[src/hdl/priority_task_scheduler_top_defines.svh]
// ----------------------------------------------------------------------------
// priority_task_scheduler_top_defines
// Assertion macros used by the scheduler engine.
// ----------------------------------------------------------------------------
`ifndef PRIORITY_TASK_SCHEDULER_TOP_DEFINES_SVH
`define PRIORITY_TASK_SCHEDULER_TOP_DEFINES_SVH

// Condition that must hold at every clock edge out of reset.
`define PTS_ASSERT_ALWAYS(lbl, clk, rst, cond, msg) \
   lbl: assert property (@(posedge clk) disable iff (rst) (cond)) else $error(msg);

// When pre holds, post must hold in the next cycle.
`define PTS_ASSERT_NEXT(lbl, clk, rst, pre, post, msg) \
   lbl: assert property (@(posedge clk) disable iff (rst) (pre) |=> (post)) else $error(msg);

`endif

[src/hdl/pts_pkg.sv]
// ----------------------------------------------------------------------------
// pts_pkg
// Types, codes and defaults shared by the priority task scheduler modules.
// ----------------------------------------------------------------------------
`default_nettype none

package pts_pkg;

   localparam int PRIORITY_LEVELS_DEF = 8;
   localparam int TASK_SLOTS_DEF      = 16;
   localparam int TICK_WIDTH_DEF      = 32;
   localparam int QUEUE_DEPTH         = 2;

   localparam logic [2:0] ACT_ADD_READY = 3'd0;
   localparam logic [2:0] ACT_REM_READY = 3'd1;
   localparam logic [2:0] ACT_ADD_DELAY = 3'd2;
   localparam logic [2:0] ACT_REM_DELAY = 3'd3;
   localparam logic [2:0] ACT_TICK      = 3'd4;
   localparam logic [2:0] ACT_QUERY     = 3'd5;

   localparam logic [1:0] WHERE_NONE    = 2'd0;
   localparam logic [1:0] WHERE_READY   = 2'd1;
   localparam logic [1:0] WHERE_DELAYED = 2'd2;

   typedef struct packed {
      logic [2:0]  action;
      logic [3:0]  task_id;
      logic [2:0]  priority_req;
      logic [31:0] wait_ticks;
      logic [31:0] tick_now;
      logic        current_valid;
      logic [3:0]  run_task;
      logic [2:0]  current_priority;
   } req_type;

   typedef struct packed {
      logic       next_valid;
      logic [3:0] pick_task;
      logic [2:0] next_priority;
      logic       preempt;
      logic [7:0] ready_mask;
      logic [4:0] ready_num;
      logic [4:0] sleep_num;
      logic [4:0] woken_count;
      logic       status;
   } rsp_type;

   typedef enum logic [2:0] {
      OP_ADD_READY,
      OP_REM_READY,
      OP_ADD_DELAY,
      OP_REM_DELAY,
      OP_TICK,
      OP_QUERY,
      OP_BAD
   } op_type;

   typedef struct packed {
      op_type      op;
      logic        args_ok;
      logic [3:0]  task_id;
      logic [2:0]  prio;
      logic [32:0] wake_sum;
      logic [31:0] tick_now;
      logic        cur_valid;
      logic [3:0]  cur_task;
      logic [2:0]  cur_prio;
   } cmd_type;

   typedef enum logic [2:0] {
      ST_IDLE,
      ST_EXEC,
      ST_RU_WALK,
      ST_SI_WALK,
      ST_SU_WALK,
      ST_TICK,
      ST_FINISH
   } state_type;

endpackage

`default_nettype wire

[src/hdl/pts_front.sv]
// ----------------------------------------------------------------------------
// pts_front
// Accepts requests, decodes the action and checks slot and priority range.
// ----------------------------------------------------------------------------
`default_nettype none

module pts_front #(
   parameter int PRIORITY_LEVELS = pts_pkg::PRIORITY_LEVELS_DEF,
   parameter int TASK_SLOTS      = pts_pkg::TASK_SLOTS_DEF
) (
   input  wire logic             clock,
   input  wire logic             reset,
   input  wire logic             req_valid,
   output logic                  req_stall,
   input  wire pts_pkg::req_type req_data,
   output logic                  cmd_valid,
   input  wire logic             cmd_stall,
   output pts_pkg::cmd_type      cmd_data
);

   localparam logic [6:0] SLOTS_L = 7'(TASK_SLOTS);
   localparam logic [5:0] LEVELS_L = 6'(PRIORITY_LEVELS);

   logic             hold_ff, hold_in;
   pts_pkg::cmd_type cmd_ff, cmd_in;
   logic             slot_ok, prio_ok;
   logic             take;

   assign req_stall = hold_ff && cmd_stall;
   assign take      = req_valid && !req_stall;
   assign cmd_valid = hold_ff;
   assign cmd_data  = cmd_ff;

   assign slot_ok = {3'b000, req_data.task_id} < SLOTS_L;
   assign prio_ok = {3'b000, req_data.priority_req} < LEVELS_L;

   always_comb begin
      cmd_in           = cmd_ff;
      hold_in          = hold_ff;
      if (hold_ff && !cmd_stall) begin
         hold_in = 1'b0;
      end
      if (take) begin
         hold_in          = 1'b1;
         cmd_in.task_id   = req_data.task_id;
         cmd_in.prio      = req_data.priority_req;
         cmd_in.wake_sum  = {1'b0, req_data.tick_now} + {1'b0, req_data.wait_ticks};
         cmd_in.tick_now  = req_data.tick_now;
         cmd_in.cur_valid = req_data.current_valid;
         cmd_in.cur_task  = req_data.run_task;
         cmd_in.cur_prio  = req_data.current_priority;
         cmd_in.args_ok   = slot_ok;
         case (req_data.action)
            pts_pkg::ACT_ADD_READY: begin
               cmd_in.op      = pts_pkg::OP_ADD_READY;
               cmd_in.args_ok = slot_ok && prio_ok;
            end
            pts_pkg::ACT_REM_READY: cmd_in.op = pts_pkg::OP_REM_READY;
            pts_pkg::ACT_ADD_DELAY: begin
               cmd_in.op      = pts_pkg::OP_ADD_DELAY;
               cmd_in.args_ok = slot_ok && prio_ok;
            end
            pts_pkg::ACT_REM_DELAY: cmd_in.op = pts_pkg::OP_REM_DELAY;
            pts_pkg::ACT_TICK:      cmd_in.op = pts_pkg::OP_TICK;
            pts_pkg::ACT_QUERY:     cmd_in.op = pts_pkg::OP_QUERY;
            default:                cmd_in.op = pts_pkg::OP_BAD;
         endcase
      end
   end

   always_ff @(posedge clock) begin
      if (reset) begin
         hold_ff <= 1'b0;
      end else begin
         hold_ff <= hold_in;
      end
      cmd_ff <= cmd_in;
   end

endmodule

`default_nettype wire

[src/hdl/pts_queue.sv]
// ----------------------------------------------------------------------------
// pts_queue
// Short command queue between the decoder and the list engine.
// ----------------------------------------------------------------------------
`default_nettype none

module pts_queue (
   input  wire logic             clock,
   input  wire logic             reset,
   input  wire logic             in_valid,
   output logic                  in_stall,
   input  wire pts_pkg::cmd_type in_cmd,
   output logic                  out_valid,
   input  wire logic             out_pop,
   output pts_pkg::cmd_type      out_cmd
);

   localparam int PTR_W = $clog2(pts_pkg::QUEUE_DEPTH);
   localparam int CNT_W = $clog2(pts_pkg::QUEUE_DEPTH + 1);
   localparam logic [CNT_W-1:0] FULL = CNT_W'(pts_pkg::QUEUE_DEPTH);

   pts_pkg::cmd_type entry_ff [pts_pkg::QUEUE_DEPTH];
   logic [PTR_W-1:0] wr_ptr_ff, rd_ptr_ff;
   logic [CNT_W-1:0] count_ff, count_in;
   logic             push, pop;

   assign in_stall  = (count_ff == FULL);
   assign push      = in_valid && !in_stall;
   assign out_valid = (count_ff != '0);
   assign pop       = out_pop && out_valid;
   assign out_cmd   = entry_ff[rd_ptr_ff];

   always_comb begin
      count_in = count_ff;
      if (push && !pop) begin
         count_in = count_ff + 1'b1;
      end else if (pop && !push) begin
         count_in = count_ff - 1'b1;
      end
   end

   always_ff @(posedge clock) begin
      if (reset) begin
         wr_ptr_ff <= '0;
         rd_ptr_ff <= '0;
         count_ff  <= '0;
      end else begin
         count_ff <= count_in;
         if (push) begin
            wr_ptr_ff <= wr_ptr_ff + 1'b1;
         end
         if (pop) begin
            rd_ptr_ff <= rd_ptr_ff + 1'b1;
         end
      end
      if (push) begin
         entry_ff[wr_ptr_ff] <= in_cmd;
      end
   end

endmodule

`default_nettype wire

[src/hdl/pts_engine.sv]
// ----------------------------------------------------------------------------
// pts_engine
// Ready FIFOs, delayed list and the sequencer that walks them.
// ----------------------------------------------------------------------------
`default_nettype none
`include "priority_task_scheduler_top_defines.svh"

module pts_engine #(
   parameter int PRIORITY_LEVELS = pts_pkg::PRIORITY_LEVELS_DEF,
   parameter int TASK_SLOTS      = pts_pkg::TASK_SLOTS_DEF,
   parameter int TICK_WIDTH      = pts_pkg::TICK_WIDTH_DEF
) (
   input  wire logic             clock,
   input  wire logic             reset,
   input  wire logic             q_valid,
   output logic                  q_pop,
   input  wire pts_pkg::cmd_type q_cmd,
   output logic                  rsp_valid,
   input  wire logic             rsp_stall,
   output pts_pkg::rsp_type      rsp_data
);

   localparam int SLOT_W = $clog2(TASK_SLOTS);
   localparam int LVL_W  = $clog2(PRIORITY_LEVELS);
   localparam int CNT_W  = $clog2(TASK_SLOTS + 1);

   // task tables
   logic [LVL_W-1:0]      prio_mem  [TASK_SLOTS];
   logic [1:0]            where_ff  [TASK_SLOTS];
   logic [TICK_WIDTH-1:0] wake_mem  [TASK_SLOTS];
   logic [SLOT_W-1:0]     rlink_mem [TASK_SLOTS];
   logic [SLOT_W-1:0]     slink_mem [TASK_SLOTS];
   logic [SLOT_W-1:0]     rhead_mem [PRIORITY_LEVELS];
   logic [SLOT_W-1:0]     rtail_mem [PRIORITY_LEVELS];

   logic [PRIORITY_LEVELS-1:0] level_mask_ff;
   logic [SLOT_W-1:0]          shead_ff;
   logic [CNT_W-1:0]           scount_ff, rtotal_ff;

   pts_pkg::state_type    state_ff, state_in;
   pts_pkg::cmd_type      cmd_ff;
   logic [SLOT_W-1:0]     cur_ff, prev_ff;
   logic                  has_prev_ff;
   logic [CNT_W-1:0]      step_ff, woken_ff;
   logic                  status_ff;
   logic [TICK_WIDTH-1:0] wake_ff;
   logic [LVL_W-1:0]      lvl_ff;
   logic                  rsp_valid_ff;
   pts_pkg::rsp_type      rsp_ff, result;

   logic [SLOT_W-1:0]     t_idx, app_task;
   logic [LVL_W-1:0]      p_arg, app_lvl;
   logic [1:0]            where_t;
   logic [TICK_WIDTH-1:0] now_t, diff_si, diff_tk;
   logic                  exec_ok, si_go, su_go, tk_go, app_do;
   logic                  nv;
   logic [SLOT_W-1:0]     nt;
   logic [LVL_W-1:0]      np;
   logic                  mask_agree, sleep_fits, finish_done;

   assign t_idx   = SLOT_W'(cmd_ff.task_id);
   assign p_arg   = LVL_W'(cmd_ff.prio);
   assign where_t = where_ff[t_idx];
   assign now_t   = TICK_WIDTH'(cmd_ff.tick_now);

   // wrap-safe ordering: a before b when the difference is negative
   assign diff_si = wake_mem[cur_ff] - wake_ff;
   assign si_go   = (step_ff < scount_ff) &&
                    (diff_si[TICK_WIDTH-1] || (wake_mem[cur_ff] == wake_ff));
   assign su_go   = (step_ff < scount_ff) && (cur_ff != t_idx);
   assign diff_tk = now_t - wake_mem[shead_ff];
   assign tk_go   = (scount_ff != '0) && !diff_tk[TICK_WIDTH-1];

   always_comb begin
      case (cmd_ff.op)
         pts_pkg::OP_ADD_READY,
         pts_pkg::OP_ADD_DELAY: exec_ok = cmd_ff.args_ok && (where_t == pts_pkg::WHERE_NONE);
         pts_pkg::OP_REM_READY: exec_ok = cmd_ff.args_ok && (where_t == pts_pkg::WHERE_READY);
         pts_pkg::OP_REM_DELAY: exec_ok = cmd_ff.args_ok && (where_t == pts_pkg::WHERE_DELAYED);
         pts_pkg::OP_TICK,
         pts_pkg::OP_QUERY:     exec_ok = 1'b1;
         default:               exec_ok = 1'b0;
      endcase
   end

   // tail append serves add ready and each woken task
   assign app_do   = ((state_ff == pts_pkg::ST_EXEC) && (cmd_ff.op == pts_pkg::OP_ADD_READY)
                      && exec_ok) || ((state_ff == pts_pkg::ST_TICK) && tk_go);
   assign app_task = (state_ff == pts_pkg::ST_TICK) ? shead_ff : t_idx;
   assign app_lvl  = (state_ff == pts_pkg::ST_TICK) ? prio_mem[shead_ff] : p_arg;

   // next state
   always_comb begin
      state_in = state_ff;
      case (state_ff)
         pts_pkg::ST_IDLE: begin
            if (q_valid && !rsp_valid_ff) begin
               state_in = pts_pkg::ST_EXEC;
            end
         end
         pts_pkg::ST_EXEC: begin
            state_in = pts_pkg::ST_FINISH;
            if (exec_ok) begin
               case (cmd_ff.op)
                  pts_pkg::OP_REM_READY: state_in = pts_pkg::ST_RU_WALK;
                  pts_pkg::OP_ADD_DELAY: state_in = pts_pkg::ST_SI_WALK;
                  pts_pkg::OP_REM_DELAY: state_in = pts_pkg::ST_SU_WALK;
                  pts_pkg::OP_TICK:      state_in = pts_pkg::ST_TICK;
                  default:               state_in = pts_pkg::ST_FINISH;
               endcase
            end
         end
         pts_pkg::ST_RU_WALK: begin
            if (cur_ff == t_idx) begin
               state_in = pts_pkg::ST_FINISH;
            end
         end
         pts_pkg::ST_SI_WALK: begin
            if (!si_go) begin
               state_in = pts_pkg::ST_FINISH;
            end
         end
         pts_pkg::ST_SU_WALK: begin
            if (!su_go) begin
               state_in = pts_pkg::ST_FINISH;
            end
         end
         pts_pkg::ST_TICK: begin
            if (!tk_go) begin
               state_in = pts_pkg::ST_FINISH;
            end
         end
         pts_pkg::ST_FINISH: state_in = pts_pkg::ST_IDLE;
         default:            state_in = pts_pkg::ST_IDLE;
      endcase
   end

   // outputs
   always_comb begin
      q_pop = (state_ff == pts_pkg::ST_IDLE) && q_valid && !rsp_valid_ff;
      nv    = 1'b0;
      nt    = '0;
      np    = '0;
      for (int lv = 0; lv < PRIORITY_LEVELS; lv++) begin
         if (level_mask_ff[lv]) begin
            nv = 1'b1;
            nt = rhead_mem[lv];
            np = LVL_W'(lv);
         end
      end
      result.next_valid    = nv;
      result.pick_task     = 4'(nt);
      result.next_priority = 3'(np);
      result.preempt       = nv && cmd_ff.cur_valid && (8'(nt) != 8'(cmd_ff.cur_task)) &&
                             (8'(np) > 8'(cmd_ff.cur_prio));
      result.ready_mask    = 8'(level_mask_ff);
      result.ready_num     = 5'(rtotal_ff);
      result.sleep_num     = 5'(scount_ff);
      result.woken_count   = 5'(woken_ff);
      result.status        = status_ff;
   end

   assign rsp_valid = rsp_valid_ff;
   assign rsp_data  = rsp_ff;

   always_ff @(posedge clock) begin
      if (reset) begin
         state_ff      <= pts_pkg::ST_IDLE;
         rsp_valid_ff  <= 1'b0;
         level_mask_ff <= '0;
         scount_ff     <= '0;
         rtotal_ff     <= '0;
         for (int i = 0; i < TASK_SLOTS; i++) begin
            where_ff[i] <= pts_pkg::WHERE_NONE;
         end
      end else begin
         state_ff <= state_in;
         if (rsp_valid_ff && !rsp_stall) begin
            rsp_valid_ff <= 1'b0;
         end
         case (state_ff)
            pts_pkg::ST_IDLE: begin
               if (q_pop) begin
                  cmd_ff    <= q_cmd;
                  status_ff <= 1'b0;
                  woken_ff  <= '0;
               end
            end
            pts_pkg::ST_EXEC: begin
               wake_ff     <= TICK_WIDTH'(cmd_ff.wake_sum);
               has_prev_ff <= 1'b0;
               step_ff     <= '0;
               case (cmd_ff.op)
                  pts_pkg::OP_ADD_READY: begin
                     if (exec_ok) begin
                        prio_mem[t_idx] <= p_arg;
                     end else begin
                        status_ff <= 1'b1;
                     end
                  end
                  pts_pkg::OP_REM_READY: begin
                     if (exec_ok) begin
                        lvl_ff <= prio_mem[t_idx];
                        cur_ff <= rhead_mem[prio_mem[t_idx]];
                     end else begin
                        status_ff <= 1'b1;
                     end
                  end
                  pts_pkg::OP_ADD_DELAY: begin
                     if (exec_ok) begin
                        prio_mem[t_idx] <= p_arg;
                        wake_mem[t_idx] <= TICK_WIDTH'(cmd_ff.wake_sum);
                        cur_ff          <= shead_ff;
                     end else begin
                        status_ff <= 1'b1;
                     end
                  end
                  pts_pkg::OP_REM_DELAY: begin
                     if (exec_ok) begin
                        cur_ff <= shead_ff;
                     end else begin
                        status_ff <= 1'b1;
                     end
                  end
                  pts_pkg::OP_TICK,
                  pts_pkg::OP_QUERY: begin
                     status_ff <= 1'b0;
                  end
                  default: status_ff <= 1'b1;
               endcase
            end
            pts_pkg::ST_RU_WALK: begin
               if (cur_ff != t_idx) begin
                  prev_ff     <= cur_ff;
                  has_prev_ff <= 1'b1;
                  cur_ff      <= rlink_mem[cur_ff];
               end else begin
                  if (rtail_mem[lvl_ff] == t_idx) begin
                     if (has_prev_ff) begin
                        rtail_mem[lvl_ff] <= prev_ff;
                     end else begin
                        level_mask_ff[lvl_ff] <= 1'b0;
                     end
                  end else if (has_prev_ff) begin
                     rlink_mem[prev_ff] <= rlink_mem[cur_ff];
                  end else begin
                     rhead_mem[lvl_ff] <= rlink_mem[cur_ff];
                  end
                  where_ff[t_idx] <= pts_pkg::WHERE_NONE;
                  rtotal_ff       <= rtotal_ff - 1'b1;
               end
            end
            pts_pkg::ST_SI_WALK: begin
               if (si_go) begin
                  prev_ff <= cur_ff;
                  cur_ff  <= slink_mem[cur_ff];
                  step_ff <= step_ff + 1'b1;
               end else begin
                  slink_mem[t_idx] <= cur_ff;
                  if (step_ff == '0) begin
                     shead_ff <= t_idx;
                  end else begin
                     slink_mem[prev_ff] <= t_idx;
                  end
                  where_ff[t_idx] <= pts_pkg::WHERE_DELAYED;
                  scount_ff       <= scount_ff + 1'b1;
               end
            end
            pts_pkg::ST_SU_WALK: begin
               if (su_go) begin
                  prev_ff <= cur_ff;
                  cur_ff  <= slink_mem[cur_ff];
                  step_ff <= step_ff + 1'b1;
               end else begin
                  if (step_ff == '0) begin
                     shead_ff <= slink_mem[cur_ff];
                  end else begin
                     slink_mem[prev_ff] <= slink_mem[cur_ff];
                  end
                  where_ff[t_idx] <= pts_pkg::WHERE_NONE;
                  scount_ff       <= scount_ff - 1'b1;
               end
            end
            pts_pkg::ST_TICK: begin
               if (tk_go) begin
                  shead_ff  <= slink_mem[shead_ff];
                  scount_ff <= scount_ff - 1'b1;
                  woken_ff  <= woken_ff + 1'b1;
               end
            end
            pts_pkg::ST_FINISH: begin
               rsp_ff       <= result;
               rsp_valid_ff <= 1'b1;
            end
            default: ;
         endcase
         // append at the tail of the task's level
         if (app_do) begin
            if (!level_mask_ff[app_lvl]) begin
               rhead_mem[app_lvl] <= app_task;
            end else begin
               rlink_mem[rtail_mem[app_lvl]] <= app_task;
            end
            level_mask_ff[app_lvl] <= 1'b1;
            rtail_mem[app_lvl]     <= app_task;
            where_ff[app_task]     <= pts_pkg::WHERE_READY;
            rtotal_ff              <= rtotal_ff + 1'b1;
         end
      end
   end

   assign mask_agree  = (level_mask_ff == '0) == (rtotal_ff == '0);
   assign sleep_fits  = scount_ff <= CNT_W'(TASK_SLOTS);
   assign finish_done = rsp_valid_ff && (state_ff == pts_pkg::ST_IDLE);

   `PTS_ASSERT_ALWAYS(a_mask_total, clock, reset, mask_agree, "ready mask and total disagree")
   `PTS_ASSERT_ALWAYS(a_sleep_bound, clock, reset, sleep_fits, "delayed count over slots")
   `PTS_ASSERT_NEXT(a_finish_rsp, clock, reset, state_ff == pts_pkg::ST_FINISH, finish_done, "no result")

endmodule

`default_nettype wire

[src/hdl/priority_task_scheduler_top.sv]
// ----------------------------------------------------------------------------
// priority_task_scheduler_top
// Fixed-priority task scheduler with per-level ready FIFOs and a delayed list.
// ----------------------------------------------------------------------------
// Usage:
//   req_* carries one scheduler operation per transfer (req_valid, req_stall,
//   req_data). rsp_* returns exactly one result per operation, in order.
//   A transfer happens at a clock edge with valid high and stall low.
//   For add ready, query and rejected operations a request passes the front
//   register, the queue, decode and finish before rsp_valid rises. Remove
//   ready, add delayed and remove delayed also walk their list entry by
//   entry; a tick also steps through each woken task in turn.
//   The engine handles one item at a time and takes the next only after the
//   previous result has transferred. The front and a two-entry queue keep
//   taking requests meanwhile.
//   Reset (synchronous, active high) empties all lists and their counts at once.
//   If rsp_stall is held, the result waits in the output register, the
//   engine pauses, and req_stall rises once the queue and front are full.
// ----------------------------------------------------------------------------
`default_nettype none

module priority_task_scheduler_top #(
   parameter int PRIORITY_LEVELS = pts_pkg::PRIORITY_LEVELS_DEF,
   parameter int TASK_SLOTS      = pts_pkg::TASK_SLOTS_DEF,
   parameter int TICK_WIDTH      = pts_pkg::TICK_WIDTH_DEF
) (
   input  wire logic             clock,
   input  wire logic             reset,
   input  wire logic             req_valid,
   output logic                  req_stall,
   input  wire pts_pkg::req_type req_data,
   output logic                  rsp_valid,
   input  wire logic             rsp_stall,
   output pts_pkg::rsp_type      rsp_data
);

   logic             f_valid, f_stall, q_valid, q_pop;
   pts_pkg::cmd_type f_cmd, q_cmd;

   pts_front #(
      .PRIORITY_LEVELS(PRIORITY_LEVELS),
      .TASK_SLOTS     (TASK_SLOTS)
   ) u_front (
      .clock    (clock),
      .reset    (reset),
      .req_valid(req_valid),
      .req_stall(req_stall),
      .req_data (req_data),
      .cmd_valid(f_valid),
      .cmd_stall(f_stall),
      .cmd_data (f_cmd)
   );

   pts_queue u_queue (
      .clock    (clock),
      .reset    (reset),
      .in_valid (f_valid),
      .in_stall (f_stall),
      .in_cmd   (f_cmd),
      .out_valid(q_valid),
      .out_pop  (q_pop),
      .out_cmd  (q_cmd)
   );

   pts_engine #(
      .PRIORITY_LEVELS(PRIORITY_LEVELS),
      .TASK_SLOTS     (TASK_SLOTS),
      .TICK_WIDTH     (TICK_WIDTH)
   ) u_engine (
      .clock    (clock),
      .reset    (reset),
      .q_valid  (q_valid),
      .q_pop    (q_pop),
      .q_cmd    (q_cmd),
      .rsp_valid(rsp_valid),
      .rsp_stall(rsp_stall),
      .rsp_data (rsp_data)
   );

endmodule

`default_nettype wire

[config.mk]
export PLATFORM = sky130hd
export DESIGN_NAME = priority_task_scheduler_top
export DESIGN_NICKNAME = d
export VERILOG_FILES = /design/src/hdl/pts_pkg.sv /design/src/hdl/pts_front.sv /design/src/hdl/pts_queue.sv /design/src/hdl/pts_engine.sv /design/src/hdl/priority_task_scheduler_top.sv
export VERILOG_INCLUDE_DIRS = /design/src /design/src/hdl
export SDC_FILE = /design/constraint.sdc
export NUM_CORES = 2
export LEC_CHECK = 0
export BUFFER_PORTS_ARGS = -buffer_cell sky130_fd_sc_hd__buf_2
export CORE_ASPECT_RATIO = 0.75
export CORE_MARGIN = 3
export CORE_UTILIZATION = 35
export CTS_CLUSTER_DIAMETER = 150
export DETAILED_ROUTE_END_ITERATION = 10
export PLACE_DENSITY_LB_ADDON = 0.3
export SLEW_MARGIN = 5
export SYNTH_ARGS = -nofsm -noshare
export SYNTH_HDL_FRONTEND = slang
export SYNTH_SLANG_ARGS = --single-unit
[constraint.sdc]
create_clock -name clock -period 6.32 [get_ports clock]
set_clock_uncertainty 0.2 [all_clocks]
set_input_delay 0.316 -clock clock [delete_from_list [all_inputs] [get_ports clock]]
set_output_delay 0.316 -clock clock [all_outputs]
set_load 0.01 [all_outputs]
### Word-level counts from Yosys, hierarchy flattened

Memory sizes are Yosys's and may differ from the RTL's. A register that Yosys moved wholly into a read port is not among the register bits.
Cells that the tools add are included.

| cells by class | value |
|---|---|
| add/sub/neg operators | 13 |
| order comparisons | 6 |
| equality and inequality tests | 41 |
| muxes and demuxes | 177 |
| bitwise operators | 8 |
| reduce and logical (&&, ||, !) cells | 74 |

Operators with widths:

| cell | count |
|---|---|
| $mux W4 | 35 |
| $mux W1 | 86 |
| $sub A32 B32 Y32 | 2 |
| $mux W5 | 10 |
| $mux W8 | 6 |
| $mux W3 | 15 |
| $pmux W3 S6 | 2 |
| $add A32 B32 Y33 | 1 |
| $eq A32 B32 Y1 | 1 |
| $pmux W5 S3 | 2 |
| $logic_and A1 B1 Y1 | 24 |
| $pmux W4 S3 | 2 |
| $eq A3 B3 Y1 const B | 7 |
| $add A5 B1 Y5 const B | 4 |
| $reduce_and A4 Y1 | 5 |
| $eq A3 B2 Y1 const B | 6 |
| $ne A2 B1 Y1 const B | 9 |
| $mux W2 | 8 |
| $pmux W4 S4 | 1 |
| $reduce_bool A2 Y1 | 8 |
| $reduce_or A4 Y1 | 4 |
| $pmux W3 S4 | 1 |
| $pmux W5 S2 | 1 |
| $reduce_and A5 Y1 | 2 |
| 39 further kinds | 77 |

| storage, ports and cells | value |
|---|---|
| bits in registers | 203 |
| bits in writable memories | 950 |
| bits of input ports | 86 |
| memories kept | 8 |

Memories:

| name | words | width | read ports | clocked after memory_dff | wr ports | RTL line | text |
|---|---|---|---|---|---|---|---|
| u_engine.wake_mem | 16 | 32 | 2 | 2 | 1 | pts_engine.sv:30 | `logic [TICK_WIDTH-1:0] wake_mem [TASK_SLOTS];` |
| u_queue.entry_ff | 2 | 83 | 1 | 1 | 1 | pts_queue.sv:22 | `pts_pkg::cmd_type entry_ff [pts_pkg::QUEUE_DEPTH];` |
| u_engine.rlink_mem | 16 | 4 | 1 | 1 | 1 | pts_engine.sv:31 | `logic [SLOT_W-1:0] rlink_mem [TASK_SLOTS];` |
| u_engine.slink_mem | 16 | 4 | 2 | 2 | 2 | pts_engine.sv:32 | `logic [SLOT_W-1:0] slink_mem [TASK_SLOTS];` |
| u_engine.prio_mem | 16 | 3 | 2 | 1 | 1 | pts_engine.sv:28 | `logic [LVL_W-1:0] prio_mem [TASK_SLOTS];` |
| u_engine.rhead_mem | 8 | 4 | 9 | 0 | 1 | pts_engine.sv:33 | `logic [SLOT_W-1:0] rhead_mem [PRIORITY_LEVELS];` |
| +2 memories | - | - | - | - | - | - |  |

### Logic depth before layout (Yosys ltp)

| depth | value |
|---|---|
| depth after elaboration | 13 |
| depth in mapped cells | 25 |

### By module

Synthesis repeated with hierarchy kept, for this count alone.

| second synthesis, totals | value |
|---|---|
| cell total of the unflattened synthesis | 3304 |
| area, all modules | 57805.4 sq um |

By module, submodules not included:

| module | instances | cells each | area an instance (sq um) |
|---|---|---|---|
| pts_engine | 1 | 2691 | 47260.3 |
| pts_queue | 1 | 286 | 6296.0 |
| pts_front | 1 | 327 | 4249.1 |

### Least setup slack after synthesis

OpenSTA, ideal clock, no wires.

| timing | value |
|---|---|
| kind | register -> register |
| from | register with a tool-made name |
| to | memory u_engine.rlink_mem[0][0] (netlist bit), enable pin |
| data arrival time | 6.271 ns |
| path slack | -0.513 ns |
| cell stages (with the launch flop) | 20 |
| path buffers | 6 |
| period minus slack after synthesis | 6.833 ns |
| cell sequence | dfxtp_1 buf_2 buf_2 buf_2 buf_2 buf_1 mux4_2 mux4_2 inv_1 ha_1 a21o_1 a21o_1 a221o_1 o311a_1 nor4_2 mux2_2 o211a_1 buf_4 mux2_1 nor3_1 |

RTL lines:

| item | RTL line |
|---|---|
| end: declaration | pts_engine.sv:31 |

==> impl_metrics.csv <==
group,metric,value,unit
synth,syn_inst,3242,
drt,wire_per_inst,25.93,um
placed_design,place_ws,-0.1302,ns
layout,final_common_cell,"edfxtp_1",
pwr,power_frac_comb,26.1,%
drt,drt_iter0_drc,3430,
synth,synth_ff_type,"edfxtp_1",
drt,wl_met2,67.65,mm
synth,synth-async-reset-ratio,0,%
setup_path,rrSetupSlack,0.31,ns
sta,min_period,6.012,ns
grt,grt_pass1_wl,220.5,mm
setup_path,critPathKind,"flop to flop",
die,dieArea,167800,um2
clock_network,root_buffer,"clkbuf_16",
die,die_h,355.5,um
synth,synth_top_area_share,63.42,%
hold_path,holdPathStages,5,
clock_network,h-tree-depth,4,
pwr,ir_worst_vdd,238.4,uV
hold_path,hold_path_class,"primary input to flop",
drt,drcViolationCount,0,
drt,topRoutingLayerUsed,"met5",
setup_path,cp_slowest_cell,"dfxtp_4",
layout,drive_gt1_share,31.03,%
setup_path,crit_family,"multiplexers",
pwr,p_seq_share,42.0,%
drt,vias,32193,
placed_design,hpwl,96.36,mm
synth,yosysWarnings,0,
placed_design,place_congestion,0.8664,
clock_network,clk_latency,0.77,ns
setup_path,crit_fanout,18,
grt,grt_pass1_vias,32232,
synth,synth_seq_cells,1242,
pwr,switching_share,29.78,%
pwr,leakage,22.02,nW
setup_path,cp.required,6.61,ns
drt,ant_nets,0,
clock_network,clock_sinks,1242,
sta,hold_viol,0,
setup_path,cpMostUsedCell,"buf_4",
synth,synthTopCellsByArea,"edfxtp_1 (63%), mux4_2 (17%), mux2_2 (3.6%)",
die,core_area,160800,um2
synth,ys_types,84,
layout,nNetsFinal,3752,
synth,synth_edf_count,1204,
setup_path,critPathLaunchType,"flop",
drt,met1_length,65.64,mm
drt,dr.pass1.iters,6,
drt,wl_met3,13.48,mm
synth,ys_seq_area_share,64.75,%
sta,rsz0062_at_grt,"no",
hold_path,hold_path_end,"u_front.cmd_data[56]",
hold_path,worstHoldStart,"req_data[54]",
clock_network,cts_made_buffers,138,
pwr,finalPower,25.08,mW
sta,fin_crit_sh,95.12,%
die,initial_core_util,35.45,%
pwr,p_sw,7.469,mW
setup_path,arrival,6.31,ns
run_status,outcome,"complete, no violations",
drt,wirelength,150.2,mm
pwr,clockPowerShare,31.9,%
sta,whs,0.06261,ns
die,die_w,472.0,um
sta,timing.fmax,166.3,MHz
pwr,p_per_area,376.3,nW/um2
grt,overflow,0,
synth,synth_nets,3443,
clock_network,cts_tree,"built",
flow_run,drv_cap,0,
pwr,p_int,17.61,mW
placed_design,placed_area,61100,um2
setup_path,crit_buf_inv,5,
sta,setup_ws,0.3083,ns
setup_path,endpoint_kind,"flop",
sta,setup_tns,0,ns
synth,syn_area,57010,um2
die,num_rows,127,
drt,routed_via_density,5.559,
sta,slew_violations,0,
sta,slew_headroom,9.846,%
setup_path,slowest_delay,0.55,ns
synth,syn_avg_cell_area,17.59,um2
sta,worstMarginPinSlew,1.350,ns
synth,yosysTopAreaCell,"edfxtp_1",
setup_path,worstPathCellList,"buf_12 > buf_12 > buf_4 > mux4_2 > mux4_2 > ha_1 > a2111oi_0 > a21oi_1 > a2111oi_2 > buf_4 > mux2i_2 > or2_1 > buf_4 > nand4_1 > mux2_2",
grt,antenna_found_initial,6,
sta,finalSetupViolCount,0,
layout,areaGrowthSynthToFinish,16.93,%
setup_path,r2r-end,"u_engine.slink_mem[9][0]",
setup_path,worst-r2r-cell-count,15,
grt,grt_max_degree,84,
placed_design,io_buffers,120,
layout,mostFrequentLayoutCells,"edfxtp_1 (1204), mux4_2 (420), mux2_2 (180)",
clock_network,cts.path.max_buffers,3,
die,io_pins,121,
grt,grt_usage,17.81,%
clock_network,clkTransAtPathRegs,0.06,ns
layout,design_area,66660,um2
[area by class of cell]
| class | count | area, um2 |
|---|---|---|
| inverters | 114 | 427.9 |
| diodes | 2 | 5.005 |
| well taps | 2128 | 2663 |
| repair buffers | 356 | 2960 |
| clock inverters | 82 | 857.1 |
| flip-flops and latches | 1242 | 36950 |
| multi-input cells | 1699 | 19160 |
| clock buffers | 168 | 3640 |
| fillers | 14270 | 94150 |
[how the worst max path moves through the flow]
stage	from	end	slack, ns	cells after the start
global route	flop	u_engine.slink_mem[11][3]	0.001	15
detailed placement	flop	u_engine.where_ff[0][1]	-0.13	14
finish	flop	u_engine.slink_mem[9][0]	0.31	15
global placement	flop	u_engine.where_ff[2][1]	-0.14	14
CTS	flop	u_engine.where_ff[0][1]	0.03	14
floorplan	flop	u_engine.rtotal_ff[4]	0.04	24
[tightest hold or removal path, stage by stage]
cell and delay, ns:
buf_2 0.10, ha_1 0.22, nor2_1 0.07, nand2_1 0.06, o211ai_1 0.07
[sequential cells by signal, summed over array words and instances, names as in the netlist, 5 cells and up, named ones only]
register / cells
u_engine.wake_mem: 512
u_queue.entry_ff: 164
u_front.cmd_data: 82
u_engine.rlink_mem: 64
u_engine.slink_mem: 64
u_engine.prio_mem: 48
u_engine.cmd_ff: 43
u_engine.rsp_data: 33
u_engine.now_t: 32
u_engine.rhead_mem: 32
u_engine.rtail_mem: 32
u_engine.wake_ff: 32
u_engine.where_ff: 32
u_engine.level_mask_ff: 8
u_engine.rtotal_ff: 5
u_engine.scount_ff: 5
u_engine.step_ff: 5
u_engine.woken_ff: 5
[synthesized netlist by cell type (22+ instances only)]
library cell     n
a21o_1          25
a21oi_1         85
buf_1           30
buf_2           34
clkbuf_1       115
dfxtp_1         38
edfxtp_1      1204
ha_1           112
inv_1          113
mux2_2         180
mux2i_1         50
mux4_2         420
nand2_1        117
nand3_1         42
nand4_1         40
nor2_1         170
nor2b_1         22
nor3_1          44
o21ai_0         66
xnor2_1         34
xor2_1          22
[layer usage]
layer | global-route usage [%] | vias to the layer above
met4 | 4.833 | 4
met2 | 26.71 | 1373
met1 | 25.38 | 16705
met3 | 5.088 | 223
met5 | 0 | -
li1 | - | 13888
[logic make-up after synthesis]
kind of cell / Yosys count / synth area share (%)
simple gates: 538 / 4.653
flops: 1242 / 64.75
mux: 653 / 21.09
xor+xnor: 56 / 0.8603
fa+ha+maj: 115 / 2.563
compound gates: 337 / 3.953
buf+inv: 301 / 2.131
[power by group through the flow]
| stage | Sequential (mW) | Clock, mW | Combinational (mW) |
|---|---|---|---|
| 3_3_place_gp | 10.7 | 0 | 6.42 |
| 3_5_place_dp | 10.7 | 0 | 6.45 |
| 5_1_grt | 10.6 | 8.52 | 7.04 |
| 4_1_cts | 10.6 | 8.17 | 6.54 |
| 2_1_floorplan | 10.3 | 0 | 4.55 |
| 6_report | 10.5 | 7.99 | 6.55 |
[stage by stage]
| stage | util (%) | std cells |
|---|---|---|
| 2_1_floorplan | - | 3242 |
| 3_3_place_gp | 38.00 | 5441 |
| 3_5_place_dp | 38.00 | 5441 |
| 4_1_cts | 41.40 | 5788 |
| 5_1_grt | 41.45 | 5790 |
| 6_report | 41.46 | 5791 |
[timing repair]
| item | in CTS | in global routing |
|---|---|---|
| hold endpoints to repair | 97 | 0 |
| setup buffers | 0 | 1 |
| pin swaps | 0 | 0 |
| gates resized for setup | 2 | 20 |
| hold buffers | 97 | 0 |
| endpoints found under the setup margin | 54 | 122 |
(Power assumes the default switching activity.)
